==> src/hdl/ortx_pkg.sv <==
// Shared types and constants for the on/off-keyed remote code transmitter.
// Used by the front end, the sequencer, the top level and the checker.
// No dependencies.
package ortx_pkg;

	typedef struct packed {
		logic        mode;
		logic [25:0] group_code;
		logic        group_command;
		logic        activate;
		logic [3:0]  device_code;
		logic [7:0]  repeat_count;
	} in_item_t;

	typedef struct packed {
		logic line_level;
		logic busy_res;
		logic command_rejected;
		logic transmission_done;
	} out_item_t;

	// Classified command as it travels from the front end to the sequencer.
	typedef struct packed {
		logic        is_load;
		logic [31:0] word;
		logic [7:0]  repeats;
	} cmd_t;

	localparam int unsigned CMD_DEPTH_DEF = 4;
	localparam int unsigned RES_DEPTH_DEF = 2;

	localparam logic [15:0] GAP_TICKS_RESET = 16'd40;
	localparam logic [1:0]  REG_GAP_TICKS   = 2'd0;

	// Slot positions inside the marks and the bit cells.
	localparam logic [3:0] START_MARK_SLOT = 4'd4;
	localparam logic [3:0] START_LAST_SLOT = 4'd11;
	localparam logic [3:0] BIT_LAST_SLOT   = 4'd6;
	localparam logic [3:0] ONE_MARK_SLOT   = 4'd5;
	localparam logic [3:0] ZERO_MARK_SLOT  = 4'd2;
	localparam logic [3:0] STOP_LAST_SLOT  = 4'd4;
	localparam logic [3:0] GAP_SLOT        = 4'd5;
	localparam logic [4:0] LAST_BIT        = 5'd31;

endpackage

==> src/hdl/ortx_queue.sv <==
// Small first-in first-out queue of fixed-width words.
// Used for the command queue and the result queue; no package dependency.
module ortx_queue #(
	parameter int unsigned WIDTH = 8,
	parameter int unsigned DEPTH = 2
) (
	input  logic             clk,
	input  logic             arst_n,
	input  logic             wr_en,
	input  logic [WIDTH-1:0] wr_data,
	output logic             full,
	input  logic             rd_en,
	output logic [WIDTH-1:0] rd_data,
	output logic             empty
);
	localparam int unsigned PW = (DEPTH > 1) ? $clog2(DEPTH) : 1;
	localparam int unsigned CW = $clog2(DEPTH + 1);
	localparam logic [PW-1:0] PTR_LAST = PW'(DEPTH - 1);
	localparam logic [CW-1:0] CNT_FULL = CW'(DEPTH);

	logic [WIDTH-1:0] mem_q [DEPTH];
	logic [PW-1:0]    wr_ptr_q, rd_ptr_q;
	logic [CW-1:0]    cnt_q;
	logic             do_wr, do_rd;

	assign full    = (cnt_q == CNT_FULL);
	assign empty   = (cnt_q == '0);
	assign do_wr   = wr_en && !full;
	assign do_rd   = rd_en && !empty;
	assign rd_data = mem_q[rd_ptr_q];

	always_ff @(posedge clk) begin
		if (do_wr) begin
			mem_q[wr_ptr_q] <= wr_data;
		end
	end

	always_ff @(posedge clk or negedge arst_n) begin
		if (!arst_n) begin
			wr_ptr_q <= '0;
			rd_ptr_q <= '0;
			cnt_q    <= '0;
		end else begin
			if (do_wr) begin
				wr_ptr_q <= (wr_ptr_q == PTR_LAST) ? '0 : wr_ptr_q + 1'b1;
			end
			if (do_rd) begin
				rd_ptr_q <= (rd_ptr_q == PTR_LAST) ? '0 : rd_ptr_q + 1'b1;
			end
			if (do_wr && !do_rd) begin
				cnt_q <= cnt_q + 1'b1;
			end else if (do_rd && !do_wr) begin
				cnt_q <= cnt_q - 1'b1;
			end
		end
	end
endmodule

==> src/hdl/ortx_front.sv <==
// Front end: classifies an incoming item as a load or a slot tick and packs
// the code word. Depends on ortx_pkg.
module ortx_front (
	input  ortx_pkg::in_item_t item,
	output ortx_pkg::cmd_t     pkt
);
	import ortx_pkg::*;

	always_comb begin
		pkt.is_load = item.mode;
		pkt.word    = {item.group_code, item.group_command, item.activate, item.device_code};
		pkt.repeats = item.repeat_count;
	end
endmodule

==> src/hdl/ortx_back.sv <==
// Back end: the frame sequencer that turns each command into one line slot.
// Depends on ortx_pkg; reads the gap length from the register in the top level.
module ortx_back (
	input  logic                clk,
	input  logic                arst_n,
	input  logic                fire,
	input  ortx_pkg::cmd_t      pkt,
	input  logic [15:0]         gap_ticks,
	output ortx_pkg::out_item_t res
);
	import ortx_pkg::*;

	typedef enum logic [1:0] {
		PH_IDLE  = 2'd0,
		PH_START = 2'd1,
		PH_DATA  = 2'd2,
		PH_TAIL  = 2'd3
	} phase_t;

	phase_t      phase_q, phase_n;
	logic [31:0] word_q, word_n;
	logic [7:0]  rep_q, rep_n, rep_dec;
	logic [4:0]  bit_q, bit_n;
	logic [3:0]  slot_q, slot_n;
	logic [15:0] gap_q, gap_n, gap_dec;
	logic        pin_q, pin_n;
	logic        level, rejected, done, cur_bit;

	assign rep_dec = rep_q - 1'b1;
	assign gap_dec = gap_q - 1'b1;
	// The word goes out MSB first, so bit index i selects word bit 31-i.
	assign cur_bit = word_q[~bit_q];

	always_comb begin
		phase_n  = phase_q;
		word_n   = word_q;
		rep_n    = rep_q;
		bit_n    = bit_q;
		slot_n   = slot_q;
		gap_n    = gap_q;
		pin_n    = pin_q;
		level    = 1'b0;
		rejected = 1'b0;
		done     = 1'b0;
		if (pkt.is_load) begin
			level = pin_q;
			if (phase_q != PH_IDLE) begin
				rejected = 1'b1;
			end else begin
				word_n  = pkt.word;
				rep_n   = pkt.repeats;
				bit_n   = '0;
				slot_n  = '0;
				gap_n   = '0;
				phase_n = (pkt.repeats != '0) ? PH_START : PH_IDLE;
			end
		end else begin
			unique case (phase_q)
				PH_START: begin
					level = (slot_q == START_MARK_SLOT);
					if (slot_q >= START_LAST_SLOT) begin
						slot_n  = '0;
						bit_n   = '0;
						phase_n = PH_DATA;
					end else begin
						slot_n = slot_q + 1'b1;
					end
				end
				PH_DATA: begin
					if (slot_q == '0) begin
						level = 1'b1;
					end else if (cur_bit) begin
						level = (slot_q == ONE_MARK_SLOT);
					end else begin
						level = (slot_q == ZERO_MARK_SLOT);
					end
					if (slot_q >= BIT_LAST_SLOT) begin
						slot_n = '0;
						if (bit_q >= LAST_BIT) begin
							bit_n   = '0;
							phase_n = PH_TAIL;
						end else begin
							bit_n = bit_q + 1'b1;
						end
					end else begin
						slot_n = slot_q + 1'b1;
					end
				end
				PH_TAIL: begin
					// Slots below the gap position form the stop mark.
					if (slot_q < GAP_SLOT) begin
						level = (slot_q == '0);
						if (slot_q == STOP_LAST_SLOT) begin
							if (gap_ticks == '0) begin
								rep_n   = rep_dec;
								bit_n   = '0;
								slot_n  = '0;
								gap_n   = '0;
								done    = (rep_dec == '0);
								phase_n = (rep_dec == '0) ? PH_IDLE : PH_START;
							end else begin
								gap_n  = gap_ticks;
								slot_n = GAP_SLOT;
							end
						end else begin
							slot_n = slot_q + 1'b1;
						end
					end else begin
						gap_n = gap_dec;
						if (gap_dec == '0) begin
							rep_n   = rep_dec;
							bit_n   = '0;
							slot_n  = '0;
							done    = (rep_dec == '0);
							phase_n = (rep_dec == '0) ? PH_IDLE : PH_START;
						end
					end
				end
				default: begin
					level = 1'b0;
				end
			endcase
			pin_n = level;
		end
		res.line_level        = level;
		res.busy_res          = (phase_n != PH_IDLE);
		res.command_rejected  = rejected;
		res.transmission_done = done;
	end

	always_ff @(posedge clk or negedge arst_n) begin
		if (!arst_n) begin
			phase_q <= PH_IDLE;
			word_q  <= '0;
			rep_q   <= '0;
			bit_q   <= '0;
			slot_q  <= '0;
			gap_q   <= '0;
			pin_q   <= 1'b0;
		end else if (fire) begin
			phase_q <= phase_n;
			word_q  <= word_n;
			rep_q   <= rep_n;
			bit_q   <= bit_n;
			slot_q  <= slot_n;
			gap_q   <= gap_n;
			pin_q   <= pin_n;
		end
	end
endmodule

==> src/hdl/ook_remote_code_transmitter.sv <==
// Top level of the on/off-keyed remote code transmitter: front end, command
// queue, frame sequencer, result queue and the gap register. Depends on ortx_pkg.
//
// Every item, load or slot tick, yields exactly one result item, in order.
// The block takes one item per clock cycle while the result queue has room;
// each item is registered in the command queue, its result in the result queue.
// The frame sequencer retires one command from the command queue per cycle
// whenever the result queue has room. The command queue (CMD_DEPTH entries) and
// result queue (RES_DEPTH entries) let each side stall on its own. A load while
// a frame sequence runs is returned with command_rejected set. The gap length
// register sits at byte address 0 and is sampled when each stop mark ends.
module ook_remote_code_transmitter #(
	parameter int unsigned CMD_DEPTH = ortx_pkg::CMD_DEPTH_DEF,
	parameter int unsigned RES_DEPTH = ortx_pkg::RES_DEPTH_DEF
) (
	input  logic                clk,
	input  logic                arst_n,
	input  logic                push,
	output logic                full,
	input  ortx_pkg::in_item_t  cmd,
	input  logic                pop,
	output logic                empty,
	output ortx_pkg::out_item_t result,
	input  logic                psel,
	input  logic                penable,
	input  logic                pwrite,
	input  logic [1:0]          paddr,
	input  logic [31:0]         pwdata,
	output logic [31:0]         prdata,
	output logic                pready
);
	import ortx_pkg::*;

	cmd_t        pkt_in, pkt_out;
	out_item_t   res_in;
	logic        cmd_empty, res_full, fire;
	logic [15:0] gap_ticks_q;

	assign pready = 1'b1;
	assign prdata = {16'd0, gap_ticks_q};

	// Only one register exists, so every address decodes to it.
	always_ff @(posedge clk or negedge arst_n) begin
		if (!arst_n) begin
			gap_ticks_q <= GAP_TICKS_RESET;
		end else if (psel && penable && pwrite && pready && (paddr >= REG_GAP_TICKS)) begin
			gap_ticks_q <= pwdata[15:0];
		end
	end

	ortx_front u_front (
		.item (cmd),
		.pkt  (pkt_in)
	);

	ortx_queue #(
		.WIDTH ($bits(cmd_t)),
		.DEPTH (CMD_DEPTH)
	) u_cmd_queue (
		.clk     (clk),
		.arst_n  (arst_n),
		.wr_en   (push),
		.wr_data (pkt_in),
		.full    (full),
		.rd_en   (fire),
		.rd_data (pkt_out),
		.empty   (cmd_empty)
	);

	assign fire = !cmd_empty && !res_full;

	ortx_back u_back (
		.clk       (clk),
		.arst_n    (arst_n),
		.fire      (fire),
		.pkt       (pkt_out),
		.gap_ticks (gap_ticks_q),
		.res       (res_in)
	);

	ortx_queue #(
		.WIDTH ($bits(out_item_t)),
		.DEPTH (RES_DEPTH)
	) u_res_queue (
		.clk     (clk),
		.arst_n  (arst_n),
		.wr_en   (fire),
		.wr_data (res_in),
		.full    (res_full),
		.rd_en   (pop),
		.rd_data (result),
		.empty   (empty)
	);
endmodule

==> config.mk <==
export PLATFORM = sky130hd
export DESIGN_NAME = ook_remote_code_transmitter
export DESIGN_NICKNAME = d
export VERILOG_FILES = /design/src/hdl/ortx_pkg.sv /design/src/hdl/ortx_queue.sv /design/src/hdl/ortx_front.sv /design/src/hdl/ortx_back.sv /design/src/hdl/ook_remote_code_transmitter.sv
export SDC_FILE = /design/constraint.sdc
export NUM_CORES = 1
export LEC_CHECK = 0
export ABC_AREA = 1
export BUFFER_PORTS_ARGS = -buffer_cell sky130_fd_sc_hd__clkbuf_2
export CAP_MARGIN = 10
export CORE_MARGIN = 2
export CORE_UTILIZATION = 55
export DETAILED_ROUTE_END_ITERATION = 8
export PLACE_DENSITY = 0.73
export SYNTH_ARGS = -nofsm -noshare
export SYNTH_HDL_FRONTEND = slang
export SYNTH_SLANG_ARGS = --single-unit
==> constraint.sdc <==
create_clock -name clk -period 3.4 [get_ports clk]
set_input_delay 0.51 -clock clk [delete_from_list [all_inputs] [get_ports clk]]
set_output_delay 0.51 -clock clk [all_outputs]
set_load 0.01 [all_outputs]
# Word-level counts from Yosys, hierarchy flattened
# Memory sizes are Yosys's and may differ from the RTL's.
# Index checks and enable logic that the tools add are counted.
# classes
n_eq_ne,18
n_reduce_logical,39
div,0
multipliers,0
n_mux,71
n_lt_le_gt_ge,6
shifts,0
bitwise_logic,2
add_sub_neg,12
# op_table
operator,count
$mux W16,6
$mux W8,7
$mux W5,9
$logic_not A16 Y1,2
$mux W4,7
$mux W2,13
$mux W1,21
$sub A16 B1 Y16 const B,1
$pmux W5 S3,1
$logic_and A1 B1 Y1,12
$pmux W4 S3,1
$eq A2 B2 Y1 const B,5
$reduce_bool A2 Y1,5
$mux W3,3
$ne A3 B2 Y1 const B,3
$eq A4 B3 Y1 const B,2
$logic_not A1 Y1,8
$logic_not A8 Y1,1
$reduce_and A4 Y1,2
$reduce_and A8 Y1,1
$reduce_bool A8 Y1,1
$sub A8 B1 Y8 const B,1
$add A2 B1 Y2 const B,3
$lt A5 B6 Y1 const B,1
31 further kinds,32
# word_totals
ram_bits,172
latchBits,0
mem_bits_ro,0
register_bits,95
wordCells,164
out_inout_bits,39
memories,2
# mem_list
name,words,word_bits,rd,rd_ports_with_merged_regs,wr,line,rtl
u_cmd_queue.mem_q,4,41,1,0,1,ortx_queue.sv:21,logic [WIDTH-1:0] mem_q [DEPTH];
u_res_queue.mem_q,2,4,1,0,1,ortx_queue.sv:21,

# Logic depth before layout (Yosys ltp)
# Gate-level depths: netlist (run 1).
# logic_depth
depth_word,9
ltp_mapped,19

# Modules after synthesis
# From an unflattened synthesis (run 1), not the netlist that was laid out.
# unflattened
hier_cells,1311
area_unflattened_um2,13633.1
# by_module_without_submodules
module,cells_per_inst,n_inst,area_each_um2,seq_area_each_um2
ortx_queue (u_cmd_queue),539,1,7500.9,5099.9
ortx_back,587,1,4471.8,1701.6
ook_remote_code_transmitter,92,1,833.3,402.9
ortx_queue (u_res_queue),52,1,519.2,340.3
ortx_front,41,1,307.8,0.0

# Least setup slack after synthesis (run 1)
# Ideal clock, no wire load.
# synth_path
path_kind,input-to-reg
from,input port push
to,memory u_cmd_queue.mem_q[0][0] (netlist name) (enable)
stages,4
path_slack_ns,0.341
required_ns,2.961
n_path_buf,0
setup_ns,0.439
t_arrival_ns,2.620
cell_sequence,inv_1 > nor2_1 > inv_1 > nor2_1
# synth_between
elab_chain_cells,3
# synth_lines
element,line,rtl
start: declaration,ook_remote_code_transmitter.sv:18,"input logic push,"
$logic_and A1 B1 Y1,ortx_queue.sv:28,assign do_wr = wr_en && !full;
named net u_cmd_queue.do_wr,ortx_queue.sv:24,"logic do_wr, do_rd;"
$mux W1,ortx_queue.sv:33,if (do_wr) begin
$mux W1 (not written as such),ortx_queue.sv:34,mem_q[wr_ptr_q] <= wr_data;
end: declaration,ortx_queue.sv:21,
# The timed path passes the listed nets, and every way through them passes these cells.

# Final worst setup path (run 1)
# layout_path
from,register u_back.slot_q[0]
to,register u_back.gap_q[9]
# layout_between
elab_chain_cells,4
elab_cells_between_ends,7
# layout_lines
element,line,rtl
start: declaration,ortx_back.sv:24,"logic [3:0] slot_q, slot_n;"
start signal: assignment,ortx_back.sv:145,slot_q <= slot_n;
$lt A4 B3 Y1,ortx_back.sv:91,if (slot_q < GAP_SLOT) begin
$mux W16,ortx_back.sv:91,
$mux W16,ortx_back.sv:58,unique case (phase_q)
$mux W16,ortx_back.sv:45,if (pkt.is_load) begin
end signal: assignment,ortx_back.sv:146,gap_q <= gap_n;
end: declaration,ortx_back.sv:25,"logic [15:0] gap_q, gap_n, gap_dec;"
# Several ways; a longest one is shown, not always the timed one. The select of a mux whose other input is x is not followed.
# A chain may end at the register's enable or synchronous reset.

==> results of run 1 <==
[state kept, by name, indices dropped and copies added (netlist names)]
| name | count |
|---|---|
| u_res_queue.wr_ptr_q | 1 |
| u_res_queue.cnt_q | 2 |
| u_back.phase_q | 2 |
| u_back.word_q | 32 |
| u_res_queue.mem_q | 8 |
| u_back.pin_q | 1 |
| u_back.bit_q | 5 |
| u_back.gap_q | 16 |
| u_cmd_queue.rd_ptr_q | 2 |
| gap_ticks_q | 16 |
| u_cmd_queue.wr_ptr_q | 2 |
| u_back.rep_q | 8 |
| u_cmd_queue.cnt_q | 3 |
| u_back.slot_q | 4 |
| u_res_queue.rd_ptr_q | 1 |
| u_cmd_queue.mem_q | 164 |
[cell usage in the layout (no fill, tap or decap), types with 7 or more instances in the layout]
cell	synthesis	final
nand2_1	185	185
edfxtp_1	172	172
nor2_1	155	151
o21ai_0	113	113
dfrtp_1	93	92
clkbuf_2	1	84
inv_1	79	79
o22ai_1	52	52
nand3_1	41	41
a21oi_1	41	41
mux2_2	40	40
clkbuf_16	0	28
ha_1	18	18
buf_4	17	18
conb_1	2	17
xor2_1	10	10
clkinv_2	0	7
[synth_stat cells, drive strengths merged (2+ instances only)]
library cell	instances
xor2	10
a32o	4
inv	84
a32oi	3
a21boi	2
nand4	5
nor2	161
edfxtp	172
o21bai	2
o21ai	120
ha	18
nor3	6
a21oi	41
o22ai	52
nand3	41
clkbuf	31
o211ai	2
conb	2
mux2	40
nand2	191
dfstp	2
or2	2
xnor2	3
dfrtp	93
buf	33
a211oi	2
[routing by layer]
metal	up-vias	routed length, um	global-route usage (%)
met5	-	0	0
met4	0	391	4.54
met3	36	1040	2.90
met2	192	11900	37.4
met1	3922	10600	29.1
li1	4040	-	-
[logic make-up (layout without fill, tap and decap cells)]
group           after synthesis  after routing
xor+xnor                     13             13
buf+inv                     148            237
other cells                   2             17
fa+ha+maj                    19             19
flops                       267            267
mux                          41             41
simple gates                409            409
compound gates              231            231
[where the power goes]
part / internal, mW / total [mW] / switching (mW)
Sequential: 4.44 / 4.89 / 0.441
Clock: 1.73 / 2.93 / 1.21
Combinational: 1.69 / 4.75 / 3.06
[worst max-delay path by stage]
stage	from	end	slack, ps	cells after the start
5_1_grt	u_back.slot_q[0]$_DFFE_PN0P_	u_back.gap_q[9]$_DFFE_PN0P_	450	13
6_report	u_back.slot_q[0]$_DFFE_PN0P_	u_back.gap_q[9]$_DFFE_PN0P_	700	13
3_5_place_dp	u_back.slot_q[0]$_DFFE_PN0P_	u_back.gap_q[9]$_DFFE_PN0P_	720	13
4_1_cts	u_back.slot_q[0]$_DFFE_PN0P_	u_back.gap_q[9]$_DFFE_PN0P_	700	13
2_1_floorplan	push	u_cmd_queue.mem_q[0][0]$_DFFE_PP_	340	4
3_3_place_gp	u_cmd_queue.rd_ptr_q[0]$_DFFE_PN0P_	u_back.word_q[4]$_DFFE_PN0P_	760	9
[worst max-delay path: stages, from the launching register on]
cell and delay [ps]:
dfrtp_1 410, inv_1 140, ha_1 220, o21ai_1 190
inv_2 170, nand2_1 110, inv_2 50, o21ai_1 110
inv_1 100, nor2_4 90, buf_4 240, nand2_1 400
a21oi_1 250, o21bai_1 130
[area by class of cell]
class | count | area (um^2)
inverters | 84 | 315
fillers | 1766 | 8060
clock buffers | 37 | 764
multi-input cells | 730 | 3880
well taps | 280 | 350
clock inverters | 13 | 126
repair buffers | 103 | 576
flip-flops and latches | 267 | 7550
==> impl_metrics.yaml, run 1 <==
status:
  status: "completed"
synthesis:
  synth-xor-area-share_pct: 0.950
  netlist_area_um2: 12000
  synth_top_family_by_area: "simple AND/OR/NAND/NOR gates"
  synth.avg_cell_area_um2: 10.6
  synth-edff-count: 172
  syn_inst: 1130
  synth_top_cells_by_area: "edfxtp_1 (43%), dfrtp_1 (19%), nand2_1 (5.8%)"
  ys_seq_area_share_pct: 63.0
  async_flop_share_pct: 35.6
  synth_mux_area_share_pct: 3.84
  synthAdderAreaFrac_pct: 2.05
  synthSimpleGateAreaFrac_pct: 13.9
  synth_compound_area_share_pct: 10.8
  synth_top_cell_by_area: "edfxtp_1"
  ys_warn_count: 0
  synth.ff_latch_count: 267
  ys.flop_type: "edfxtp_1"
  synth_top_area_share_pct: 43.1
  ys_types: 47
critical_path:
  crit_path_end_kind: "flip-flop"
  timing.rr.end: "u_back.gap_q[9]$_DFFE_PN0P_"
  worstPathRequired_ps: 3860
  critPathMaxFanout: 17
  ff2ff_setup_slack_ps: 700
  worstReg2RegStart: "u_back.slot_q[0]$_DFFE_PN0P_"
  critical_path_arrival_ps: 3160
  rr_worst_depth: 13
  crit_type: "reg2reg"
  cp-start-kind: "flip-flop"
clocking:
  clkTransAtPathRegs_ps: 60
  cts_buffers: 27
  cts_sinks: 267
  post-cts-setup-buffer-count: 0
  cts_tree: "built"
  cts_buffer_depth: 3
  h-tree-depth: 1
  cts-root-buf: "clkbuf_16"
  cts_resized: 0
  holdBufCountCts: 0
  clk_latency_ps: 550
route:
  drc: 0
  dr.pass1.iters: 4
  vias: 8190
  wl_per_cell_um: 15.8
  postRouteAntennaNets: 0
  drt-initial-drc-count: 531
  wirelength_mm: 24.0
  vias_per_cell: 5.41
global_route:
  grt_max_degree: 60
  grt_antenna_before_repair: 0
  grt_pass1_vias: 7885
  grt_usage_pct: 21.5
  grt.overflow.total: 0
  grt_first_pass_wirelength_mm: 39.3
worst_hold_path:
  worstHoldPathType: "in2async"
floorplanning:
  rows: 54
  num_io_pins: 121
  floorplan.initialDensity_pct: 55.4
  die-area_um2: 23000
  core-area_um2: 21600
  die_x_um: 152
  die_y_um: 152
power_and_ir_drop:
  ir_drop_mv: 0.625
  power.leakage_nw: 5.53
  power_mw: 12.6
  power_density_nw_per_um2: 927
timing:
  setup_ws_ps: 699
  final-max-slew-violation-count: 0
  finalSetupTns_ps: 0
  tightest_slew_ps: 950
  hold_viol: 0
  setup_viol: 0
  fin_crit_sh_pct: 79.4
  fmax_mhz: 370
  finClkSkew_ps: 22.9
  rsz0062_at_grt: "false"
  timing.slew.headroom_pct: 36.5
  hold_ws_ps: 47.7
  fin_crit_ps: 2700
cells_and_area:
  layout-drive-gt1-share_pct: 17.4
  final_cells: 1514
  finalInstanceArea_um2: 13600
  nNetsFinal: 1314
  antenna_cells: 0
  utilization_pct: 62.7
  syn2layout_area_growth_pct: 13.2
placed_design:
  dp_hpwl_mm: 15.3
  dp_cells: 1464
  post-place-ws_ps: 723
  placed_area_um2: 12700
  port_buffers: 85
  gp_congestion: 0.872
job:
  maxCapViolations: 0
No activity file was read; power rests on OpenSTA's default activity.
==> run 2, diff against run 1 <==
--- a/config.mk
+++ b/config.mk
@@ -9,9 +9,9 @@
 export BUFFER_PORTS_ARGS = -buffer_cell sky130_fd_sc_hd__clkbuf_2
 export CAP_MARGIN = 10
 export CORE_MARGIN = 2
-export CORE_UTILIZATION = 55
+export CORE_UTILIZATION = 53
 export DETAILED_ROUTE_END_ITERATION = 8
-export PLACE_DENSITY = 0.73
+export PLACE_DENSITY = 0.74
 export SYNTH_ARGS = -nofsm -noshare
 export SYNTH_HDL_FRONTEND = slang
 export SYNTH_SLANG_ARGS = --single-unit
==> constraint.sdc (replaced) <==
create_clock -name clk -period 2.3 [get_ports clk]
set_input_delay 0.345 -clock clk [delete_from_list [all_inputs] [get_ports clk]]
set_output_delay 0.345 -clock clk [all_outputs]
set_load 0.01 [all_outputs]
==> run 2 against run 1 <==
  * Fmax is 25% higher
  * Setup slack worse by 560 ps
  * Sequential share of layout area shrank 2.7 points
  * Clock power increased by 55%
  * Register-to-register slack got worse by 560 ps
  * Via count is 5.0% higher
  * Sequential power increased by 47%
  * Clock-buffer cell count up 4
  * Critical endpoint is now u_back.bit_q[4]$_DFFE_PN0P_
  * Largest cell class unchanged
  * Largest power group is now combinational logic
  * Highest routed layer unchanged
==> impl_metrics.yaml, run 2 (synthesis gave the netlist of run 1 again) <==
cells_and_area:
  largestRegisters: "u_cmd_queue.mem_q x164, u_back.word_q x32"
  fill_cells: 1735
  syn2layout_area_growth_pct: 18.8
  final_common_cell: "nand2_1"
  final_cells: 1574
  antenna_cells: 0
  largest-register: "u_cmd_queue.mem_q"
  final_cell_mix: "nand2_1 (179), edfxtp_1 (172), nor2_1 (144)"
  layout-drive-gt1-share_pct: 20.6
  nNetsFinal: 1368
  largest_register_ffs: 164
power_and_ir_drop:
  sw_frac_of_total_pct: 37.5
  seqPwrFrac_pct: 36.9
  ir_drop_mv: 0.793
  power.leakage_nw: 5.80
  power_frac_clock_pct: 23.2
  intPower_mw: 12.2
  power_mw: 19.5
  comb_power_share_pct: 39.9
  p_sw_mw: 7.31
  power_density_nw_per_um2: 1370
timing:
  setup_ws_ps: 137
  hold_ws_ps: 15.0
  setup_viol: 0
  finalSetupTns_ps: 0
  hold_viol: 0
  tightest_slew_ps: 725
  final-max-slew-violation-count: 0
  fin_crit_sh_pct: 94.0
  timing.slew.headroom_pct: 51.6
  fin_crit_ps: 2160
  finClkSkew_ps: 34.5
  fmax_mhz: 462
  rsz0062_at_grt: "true"
critical_path:
  critical_path_arrival_ps: 2590
  ff2ff_setup_slack_ps: 140
  cp-start-kind: "flip-flop"
  crit_type: "reg2reg"
  critPathMaxFanout: 5
  worstPathRequired_ps: 2730
  crit_path_end_kind: "flip-flop"
  rr_worst_depth: 15
  timing.rr.end: "u_back.bit_q[4]$_DFFE_PN0P_"
  worstReg2RegStart: "u_back.gap_q[0]$_DFFE_PN0P_"
global_route:
  grt_max_degree: 54
  grt_pass1_vias: 8291
  grt.overflow.total: 0
  grt_usage_pct: 21.6
  grt_antenna_before_repair: 0
  grt_first_pass_wirelength_mm: 41.6
job:
  maxCapViolations: 0
route:
  drc: 0
  vias_per_cell: 5.46
  dr.pass1.iters: 5
  highest_layer: "met4"
  wl_met1_mm: 11.0
  wirelength_mm: 25.5
  wl_per_cell_um: 16.2
  wl_met3_mm: 1.31
  vias: 8598
  drt-initial-drc-count: 683
  postRouteAntennaNets: 0
  dr_wl_met2_mm: 12.6
floorplanning:
  die_x_um: 154
  num_io_pins: 121
  rows: 55
  die_y_um: 154
  floorplan.initialDensity_pct: 53.4
  die-area_um2: 23800
  core-area_um2: 22400
worst_hold_path:
  hp-start: "cmd[4]"
  whs_path_depth: 1
  worstHoldPathType: "in2reg"
  whs_endpoint: "u_cmd_queue.mem_q[3][4]$_DFFE_PP_"
placed_design:
  gp_congestion: 0.896
  post-place-ws_ps: 61.8
  port_buffers: 85
  dp_hpwl_mm: 15.8
  dp_cells: 1489
status:
  status: "completed"
clocking:
  h-tree-depth: 1
  cts_buffers: 28
  cts_sinks: 267
  cts_buffer_depth: 3
  cts_tree: "built"
  clk_latency_ps: 560
  cts-root-buf: "clkbuf_16"
  clkTransAtPathRegs_ps: 60
## run 2: cell count changes in the layout (fill, tap and decap cells not counted), moves of 4 or more
cell	before	now
buf_12	1	7
buf_4	18	37
clkbuf_1	6	10
clkinv_2	7	3
dlygate4sd3_1	0	27
nand2_1	185	179
nand2_2	6	12
nor2_1	151	144
nor2_2	4	11
o21ai_0	113	109
o21ai_2	2	7
## run 2: stage by stage
| stage | cell area (um^2) | utilization [%] |
|---|---|---|
| after global placement | 12900 | 57.5 |
| after CTS | 14100 | 62.9 |
| after floorplan | 12100 | - |
| final | 14200 | 63.5 |
| after global routing | 14200 | 63.5 |
| after detailed placement | 12900 | 57.5 |
## run 2: metal layers
metal | GRT usage [%] | vias up
met5 | 0 | -
met4 | 5.51 | 0
met3 | 2.91 | 43
met2 | 37.6 | 252
met1 | 28.8 | 4153
li1 | - | 4150
## run 2: cell type report
type,count,area (um^2),share of cell area (%)
clock buffer,41,779,5.47
clock inverter,11,154,1.08
inverter,84,318,2.23
multi-input combinational,731,3980,27.9
sequential,267,7550,53.0
tap,285,357,2.50
timing repair buffer,155,1110,7.78
## run 2: power by group through the flow
stage | clock, mW | combinational [mW] | sequential [mW]
after floorplan | 0 | 5.34 | 7.11
final | 4.53 | 7.77 | 7.19
after CTS | 4.60 | 7.53 | 7.17
after global routing | 4.79 | 8.76 | 7.32
after global placement | 0 | 7.23 | 7.20
after detailed placement | 0 | 7.44 | 7.24
## run 2: worst max path at each step
stage | cells after the start | slack, ps | to | start
2_1_floorplan | 4 | -100 | u_cmd_queue.mem_q[0][0]$_DFFE_PP_ | u_cmd_queue.cnt_q[0]$_DFFE_PN0P_
3_5_place_dp | 12 | 60 | u_back.gap_q[8]$_DFFE_PN0P_ | u_back.slot_q[0]$_DFFE_PN0P_
6_report | 15 | 140 | u_back.bit_q[4]$_DFFE_PN0P_ | u_back.gap_q[0]$_DFFE_PN0P_
4_1_cts | 11 | 4 | u_back.bit_q[0]$_DFFE_PN0P_ | u_back.slot_q[0]$_DFFE_PN0P_
5_1_grt | 15 | -60 | u_back.bit_q[4]$_DFFE_PN0P_ | u_back.gap_q[0]$_DFFE_PN0P_
3_3_place_gp | 17 | 90 | u_res_queue.mem_q[0][2]$_DFFE_PP_ | u_back.gap_q[1]$_DFFE_PN0P_
## run 2: worst max-delay path, stage by stage, from the launching register on
cell and delay, ps:
dfrtp_1 400, inv_2 90, ha_4 170, inv_4 50, nand2_2 50, nand2_2 60, nor2_1 90, nand3_1 80
nor2_1 110, nand2_1 60, nor2_1 120, nand3_1 120, nand4_1 220, nand4_1 260, nand2_1 110, o21ai_1 60
## run 2: what timing repair did
item                                    in CTS  in global routing
endpoints found under the setup margin       1                 29
hold endpoints to repair                   130                  0
hold buffers                                27                  0
pin swaps                                    1                  9
resized for setup                            0                 34
cloned                                       0                  1
setup buffers                                0                  5
==> run 3, diff against run 2 <==
--- a/config.mk
+++ b/config.mk
@@ -8,10 +8,12 @@
 export ABC_AREA = 1
 export BUFFER_PORTS_ARGS = -buffer_cell sky130_fd_sc_hd__clkbuf_2
 export CAP_MARGIN = 10
+export CORE_ASPECT_RATIO = 1.4
 export CORE_MARGIN = 2
 export CORE_UTILIZATION = 53
 export DETAILED_ROUTE_END_ITERATION = 8
 export PLACE_DENSITY = 0.74
+export SLEW_MARGIN = 15
 export SYNTH_ARGS = -nofsm -noshare
 export SYNTH_HDL_FRONTEND = slang
 export SYNTH_SLANG_ARGS = --single-unit
==> run 3 against run 2 <==
  * Critical path depth is 3 lower
  * Hold slack better by 14 ps
  * Cell area is 0.93% lower
  * Setup slack better by 7.4 ps
==> impl_metrics.yaml, run 3 (synthesis gave the netlist of run 1 again) <==
clocking:
  cts_tree: "built"
  cts_buffer_depth: 3
  clkTransAtPathRegs_ps: 60
  clk_latency_ps: 540
  h-tree-depth: 1
  cts_buffers: 26
  cts-root-buf: "clkbuf_16"
  cts_sinks: 267
cells_and_area:
  largestRegisters: "u_cmd_queue.mem_q x164, u_back.word_q x32"
  ff_latch_area_um2: 7550
  final_common_cell: "nand2_1"
  nNetsFinal: 1339
  utilization_pct: 63.1
  largest_register_ffs: 164
  layout-drive-gt1-share_pct: 21.5
  final_cell_mix: "nand2_1 (183), edfxtp_1 (172), nor2_1 (142)"
  final_cells: 1559
  multiInputGateArea_um2: 3980
  largest-register: "u_cmd_queue.mem_q"
  antenna_cells: 0
  syn2layout_area_growth_pct: 17.7
  fill_cells: 1756
status:
  status: "completed"
global_route:
  grt_pass1_vias: 8379
  grt_antenna_before_repair: 0
  grt_first_pass_wirelength_mm: 40.4
  grt.overflow.total: 0
  grt_usage_pct: 21.3
  grt_max_degree: 55
route:
  drc: 0
  wirelength_mm: 25.2
  dr.pass1.iters: 5
  wl_per_cell_um: 16.1
  drt-initial-drc-count: 617
  vias: 8389
  vias_per_cell: 5.38
  postRouteAntennaNets: 0
timing:
  hold_viol: 0
  fin_crit_sh_pct: 93.7
  finClkSkew_ps: 19.0
  fmax_mhz: 464
  hold_ws_ps: 28.9
  fin_crit_ps: 2160
  setup_viol: 0
  finalSetupTns_ps: 0
  timing.slew.headroom_pct: 62.7
  tightest_slew_ps: 559
  final-max-slew-violation-count: 0
floorplanning:
  num_io_pins: 121
  rows: 65
  die_x_um: 131
  die_y_um: 182
  core-area_um2: 22400
  floorplan.initialDensity_pct: 53.6
  die-area_um2: 23800
critical_path:
  max_stage_delay_ps: 420
  slowest_stage: "dfrtp_1"
  crit_family: "simple AND/OR/NAND/NOR gates"
  path_common_cell: "nand2_1"
  cp-start-kind: "flip-flop"
  critical_path_arrival_ps: 2560
  critPathMaxFanout: 5
  crit_type: "reg2reg"
  worstPathRequired_ps: 2700
  crit_path_end_kind: "flip-flop"
  critPathBufInv: 0
  crit_chain: "nor2_2, nand2_1, nor2_4, nand2_1, nand2_1, nand2_1, nor3_2, nand3_2, nand4_1, nand4_1, nand2_1, o21ai_0"
placed_design:
  port_buffers: 85
  dp_cells: 1505
  dp_hpwl_mm: 15.9
  gp_congestion: 0.871
power_and_ir_drop:
  power_density_nw_per_um2: 1410
  intPower_mw: 12.7
  sw_frac_of_total_pct: 36.2
  power_mw: 20.0
  ir_drop_mv: 0.808
  power_frac_clock_pct: 25.4
  comb_power_share_pct: 38.4
  p_sw_mw: 7.23
  seqPwrFrac_pct: 36.2
  power.leakage_nw: 5.73
worst_hold_path:
  worstHoldPathType: "in2reg"
job:
  maxCapViolations: 0
run 3: metrics by stage:
stage / area (um^2) / worst slack (ps)
floorplan: 12100 / -103
global placement: 12900 / 85.5
detailed placement: 12900 / 46.0
CTS: 14000 / 43.2
global route: 14100 / -0.297
finish: 14100 / 144
run 3: cell type report:
| type | instances | share of cell area (%) |
|---|---|---|
| Clock buffer | 30 | 4.87 |
| Clock inverter | 18 | 2.52 |
| Inverter | 84 | 2.28 |
| Multi-Input combinational cell | 731 | 28.2 |
| Sequential cell | 267 | 53.5 |
| Tap cell | 301 | 2.67 |
| Timing Repair Buffer | 128 | 5.96 |
run 3: final timing paths:
kind	slack, ps	to	depth (start not counted)	startpoint
hold / removal	30	u_cmd_queue.mem_q[1][12]$_DFFE_PP_	1	cmd[12]
setup / recovery	140	u_back.bit_q[3]$_DFFE_PN0P_	12	u_back.gap_q[6]$_DFFE_PN0P_
max in group asynchronous	1370	u_cmd_queue.rd_ptr_q[0]$_DFFE_PN0P_	3	arst_n
setup reg to reg	140	u_back.bit_q[3]$_DFFE_PN0P_	12	u_back.gap_q[6]$_DFFE_PN0P_
min in group asynchronous	280	u_cmd_queue.wr_ptr_q[1]$_DFFE_PN0P_	2	arst_n
hold reg to reg	500	u_back.pin_q$_DFFE_PN0P_	2	u_back.pin_q$_DFFE_PN0P_
run 3: power by group through the flow:
| stage | registers [mW] | clock network (mW) | logic [mW] |
|---|---|---|---|
| after floorplan | 7.11 | 0 | 5.34 |
| after global placement | 7.24 | 0 | 7.23 |
| after detailed placement | 7.28 | 0 | 7.44 |
| after CTS | 7.20 | 5.13 | 7.49 |
| after global routing | 7.36 | 5.35 | 8.63 |
| final | 7.23 | 5.06 | 7.67 |
run 3: timing repair:
action                                 in CTS  in global routing
setup buffers                               0                  4
gates resized for setup                     0                 37
hold buffers                                1                  0
endpoints found under the hold margin      25                  0
setup endpoints to repair                   0                 59
run 3: metal layers:
metal,up-vias,GRT usage (%),routed length (um)
li1,4081,-,-
met5,-,0,0
met4,0,6.94,650
met2,208,40.0,13500
met1,4046,24.7,9960
met3,54,2.89,1030
